$ cat src/design/msr_pkg.sv
package msr_pkg;

	localparam int unsigned SLOTS = 4;
	localparam int unsigned MSG_BYTES = 256;
	localparam int unsigned SLOT_W = (SLOTS > 1) ? $clog2(SLOTS) : 1;
	localparam int unsigned ADDR_W = $clog2(MSG_BYTES);
	localparam int unsigned MEM_AW = SLOT_W + ADDR_W;
	localparam int unsigned MEM_DEPTH = 2 ** MEM_AW;
	localparam int unsigned EMIT_MAX = (MSG_BYTES < 256) ? MSG_BYTES : 256;
	localparam logic [15:0] TIMEOUT_RESET = 16'd1000;

	localparam logic [2:0] KIND_PAYLOAD = 3'd0;
	localparam logic [2:0] KIND_CSUM_FAIL = 3'd1;
	localparam logic [2:0] KIND_TOO_MANY = 3'd2;
	localparam logic [2:0] KIND_NO_SLOT = 3'd3;
	localparam logic [2:0] KIND_TIMEOUT = 3'd4;

	typedef struct packed {
		logic        cmd;
		logic [47:0] sender_id;
		logic [7:0]  total_chunks;
		logic [7:0]  chunk_offset;
		logic [7:0]  byte_pos;
		logic [7:0]  data_byte;
		logic        last_of_chunk;
		logic [7:0]  checksum_byte;
	} in_item_t;

	typedef struct packed {
		logic [2:0]  kind;
		logic [47:0] sender_of_result;
		logic [63:0] payload_word;
		logic [3:0]  bytes_valid;
		logic        last_word;
	} out_item_t;

	typedef enum logic [2:0] {
		ST_IDLE,
		ST_DATA,
		ST_TICK,
		ST_EMIT,
		ST_OUT
	} state_t;

	// Commands from the controller to the datapath.
	typedef struct packed {
		logic load;       // capture the accepted input
		logic do_data;    // apply a data byte to its slot
		logic tick_step;  // age the slot under the scan pointer
		logic emit_start; // begin reading the payload of the done slot
		logic emit_step;  // step the payload reads and word assembly
		logic out_take;   // output register was taken
	} ctrl_t;

	// Status from the datapath back to the controller.
	typedef struct packed {
		logic is_tick;
		logic out_full;   // a result waits in the output register
		logic emit_go;    // the data byte finished a good message
		logic tick_last;  // scan pointer on the final slot
		logic emit_busy;  // word assembly still running
	} stat_t;

endpackage

$ cat src/design/msr_ctrl.sv
module msr_ctrl (
	input  logic           clk,
	input  logic           arst_n,
	input  logic           in_valid,
	output logic           in_ready,
	input  logic           out_ready,
	input  msr_pkg::stat_t stat,
	output msr_pkg::ctrl_t ctrl
);

	msr_pkg::state_t state_q, state_d;

	// State register.
	always_ff @(posedge clk or negedge arst_n) begin
		if (!arst_n) begin
			state_q <= msr_pkg::ST_IDLE;
		end else begin
			state_q <= state_d;
		end
	end

	// Next state.
	always_comb begin
		state_d = state_q;
		case (state_q)
			msr_pkg::ST_IDLE: begin
				if (in_valid) begin
					state_d = msr_pkg::ST_DATA;
				end
			end
			msr_pkg::ST_DATA: begin
				if (stat.is_tick) begin
					state_d = msr_pkg::ST_TICK;
				end else if (!stat.out_full || out_ready) begin
					state_d = stat.emit_go ? msr_pkg::ST_EMIT : msr_pkg::ST_IDLE;
				end
			end
			msr_pkg::ST_TICK: begin
				if ((!stat.out_full || out_ready) && stat.tick_last) begin
					state_d = msr_pkg::ST_IDLE;
				end
			end
			msr_pkg::ST_EMIT: begin
				state_d = msr_pkg::ST_OUT;
			end
			msr_pkg::ST_OUT: begin
				if (!stat.emit_busy && (!stat.out_full || out_ready)) begin
					state_d = msr_pkg::ST_IDLE;
				end
			end
			default: state_d = msr_pkg::ST_IDLE;
		endcase
	end

	// Outputs.
	always_comb begin
		ctrl = '0;
		in_ready = 1'b0;
		ctrl.out_take = out_ready & stat.out_full;
		case (state_q)
			msr_pkg::ST_IDLE: begin
				in_ready = 1'b1;
				ctrl.load = in_valid;
			end
			msr_pkg::ST_DATA: begin
				ctrl.do_data = !stat.is_tick && (!stat.out_full || out_ready);
			end
			msr_pkg::ST_TICK: begin
				ctrl.tick_step = !stat.out_full || out_ready;
			end
			msr_pkg::ST_EMIT: begin
				ctrl.emit_start = 1'b1;
			end
			msr_pkg::ST_OUT: begin
				ctrl.emit_step = 1'b1;
			end
			default: ;
		endcase
	end

endmodule

$ cat config.mk
export PLATFORM = sky130hd
export DESIGN_NAME = msr_ctrl
export DESIGN_NICKNAME = d
export VERILOG_FILES = /design/src/design/msr_pkg.sv /design/src/design/msr_ctrl.sv
export SDC_FILE = /design/constraint.sdc
export NUM_CORES = 1
export LEC_CHECK = 0
export BUFFER_PORTS_ARGS = -buffer_cell sky130_fd_sc_hd__buf_2
export CORE_AREA = 4 4 41 43
export DETAILED_ROUTE_END_ITERATION = 10
export DIE_AREA = 0 0 45 47
export GPL_TIMING_DRIVEN = 0
export PLACE_DENSITY = 0.49
export SYNTH_ARGS = -nofsm -noshare
export SYNTH_HDL_FRONTEND = slang
export SYNTH_SLANG_ARGS = --single-unit
export TNS_END_PERCENT = 50
$ cat constraint.sdc
create_clock -name clk -period 0.8 [get_ports clk]
set_input_delay 0.04 -clock clk [delete_from_list [all_inputs] [get_ports clk]]
set_output_delay 0.04 -clock clk [all_outputs]
set_load 0.005 [all_outputs]
==> summary.md <==
| Metric | Value |
|---|---|
| Status | `complete, but fails checks` |
| Failing checks | `negative setup slack` |
| RSZ-0062 raised after global routing | `true` |
| Met3 GRT Util | `6.51%` |
| Minimum clock period | `1.18 ns` |
| R2r startpoint | `state_q[1]` |
| DRC Markers | `0` |
| Reg2reg end | `state_q[1]` |
| Post-route worst setup slack | `-0.378 ns` |
| Routed len/inst | `10.2 um` |
| Hold Path End | `state_q[2]` |
| I/O pin count | `16` |
| CP arrival | `1.14 ns` |
| Clock root cell | `clkbuf_4` |
| Die area | `0.00212 sq mm` |
| WHS Path Cells | `3` |
| Initial antenna violation count | `0` |
| Ant diodes | `0` |
| Critical path launch point type | `register` |
| R2R cell count | `3` |
| WL final | `651 um` |
| First-pass iteration count of the detailed router | `3` |
| Clock Latency Late Sink | `0.24 ns` |
| Most common cell after layout, fill and taps aside | `buf_2` |
| Die X | `45 um` |
| GR Overflow Total | `0` |
| Fill count | `144` |
| Largest net degree at the start of global routing | `10` |
| First-pass GRT wire length | `1.09 mm` |
| CP endpoint kind | `primary output` |
| Least-Margin Pin Slew | `0.227 ns` |
| Syn Area/Cell | `8.53 sq um` |
| Syn Nets | `36` |
| Cell row count | `13` |
| Slew HR | `84.7%` |
| Leakage power | `0.219 nW` |
| Power Total | `0.00131 W` |
| Max_cap viols | `0` |
| Number of global-route vias before repair | `257` |
| Height of the chip | `47 um` |
| Register area | `76.3 sq um` |
| Crit path max-delay family | `flip-flops` |
| CP Class | `reg2out` |
| Crit share post-route | `147%` |
| GRT Total Usage | `7.91%` |
| Area grow syn2layout | `83.7%` |
| Crit-path cells | `buf_4 -> nor3b_4 -> buf_2` |
| Setup TNS | `-2.64 ns` |
| Starting Density | `17.7%` |
| Port Buffer Count | `15` |
| Synthesized flop and latch total | `3` |
| PwrDens | `3100 mW/mm^2` |
| Max reg flops | `3` |
| Share of layout cells above drive strength 1 | `61.2%` |
| Class of the worst hold path | `in2reg` |
| DR vias/cell | `4.31` |
| Maximum vdd drop | `1.24 mV` |
| Slowest CP cell | `dfrtp_2` |
| Largest regs | `state_q (3)` |
| Post-Syn Instances | `27` |
| Met1 Usage GRT | `9.11%` |
| YS warnings | `0` |
| Worst Skew | `0.000154 ns` |
| Core Region | `0.00130 sq mm` |
| Max incr delay on CP | `0.44 ns` |
| TritonCTS clock tree | `yes` |
| Mapped Area | `230 sq um` |
| Multi-input gate area | `171 sq um` |
| Highest net fanout along the worst path | `4` |
| Commonest non-fill, non-tap cells in the layout | `15 x buf_2, 3 x clkbuf_4` |
| CP required | `0.76 ns` |
| Fin. max-slew vios | `0` |
| CTS buffer count | `3` |
| DR vias | `276` |
| Gr busiest metal | `met1` |
| Final net count | `59` |
| Flop2flop setup slack | `-0.20 ns` |
| CP bufs+invs | `2` |
| Remaining antenna violation count | `0` |
| H-tree levels | `1` |
| Place WS | `-0.177 ns` |
| Hold wc startpoint | `stat[0]` |
| Starting DRT DRC Count | `4` |
| GR Util met2 | `8.76%` |
| Core Util, Final | `32.5%` |
| Most flops, register | `state_q` |
| Reg clk slew, reported paths | `0.04 ns` |
| Final setup violation count | `9` |
| Final hold vios | `0` |
| GP Congestion | `0.687` |
| CTS Buffer Depth | `2` |
| Post-synthesis sequential area ratio | `32.6%` |
| Post-DP HPWL | `474 um` |
| Clk sinks | `3` |
| Post-synth cell types | `19` |
| Maximum clock rate | `849 MHz` |
-- worst max-delay path by stage --
stage	cells after the start	from	to
global placement	3	state_q[2]	ctrl[4]
CTS	3	state_q[0]	ctrl[1]
global route	3	state_q[0]	ctrl[1]
detailed placement	3	state_q[2]	ctrl[4]
floorplan	4	state_q[1]	state_q[2]
finish	3	state_q[0]	ctrl[1]
-- worst reg2reg max path, delay by kind of cell, from the launching register on --
family	cells	cell delay (ns)
AOI/OAI and AO/OA	1	0.26
DFF	1	0.36
buffers and inverters	2	0.28
-- layer usage --
layer / vias to the layer above / wire, um
met5: - / 0
met4: 0 / 8
met3: 2 / 103
met2: 16 / 263
met1: 120 / 277
li1: 138 / -
-- timing repair --
item	in CTS	in global routing
hold buffers	1	0
resized for setup	6	2
pin swaps	1	0
endpoints found under the setup margin	9	9
buffers inserted	2	0
hold endpoints to repair	3	0
-- logic make-up (layout without fill, tap and decap cells) --
| group | after synthesis | count (layout) | share of synthesized area [%] |
|---|---|---|---|
| AO/OA/AOI/OAI | 7 | 7 | 25.5 |
| buffers and inverters | 4 | 26 | 8.70 |
| flip-flops | 3 | 3 | 32.6 |
| AND/OR/NAND/NOR | 13 | 13 | 33.2 |
-- report_power, final --
part | internal, W | leakage (nW) | total (W) | switching, W
Clock | 0.000187 | 0.0150 | 0.000274 | 0.0000863
Combinational | 0.000393 | 0.166 | 0.000756 | 0.000363
Sequential | 0.000220 | 0.0381 | 0.000281 | 0.0000613
Total | 0.000801 | 0.219 | 0.00131 | 0.000510
-- synth_stat cells, drive strengths merged --
cell    instances  share of area (%)
nor3            2                4.3
o41ai           1                7.1
a211oi          1                5.4
inv             2                3.3
o211ai          1                3.3
buf             2                5.4
and2b           1                3.3
nor4            1                2.7
a21oi           1                2.2
nand2b          2                5.4
nor3b           1                5.4
nand2           2                3.3
nor2            2                3.3
and2            1                2.7
o21ai           2                4.3
dfrtp           3                 33
o21bai          1                3.3
and3            1                2.7
-- through the flow --
| step | hold slack (ns) | instance area [sq um] | std cells |
|---|---|---|---|
| after floorplan | -0.256 | 236 | 27 |
| final | 0.0339 | 423 | 64 |
| after CTS | 0.0306 | 412 | 64 |
| after detailed placement | -0.161 | 330 | 57 |
| after global placement | -0.160 | 330 | 57 |
| after global routing | 0.0350 | 423 | 64 |
-- area by class of cell --
| class | count | share of cell area, % |
|---|---|---|
| Sequential cell | 3 | 18.0 |
| Tap cell | 15 | 4.44 |
| Buffer | 2 | 5.33 |
| Inverter | 2 | 1.78 |
| Clock buffer | 4 | 6.21 |
| Timing Repair Buffer | 18 | 23.7 |
| Multi-Input combinational cell | 20 | 40.5 |
No activity file was read; power rests on OpenSTA's default activity.
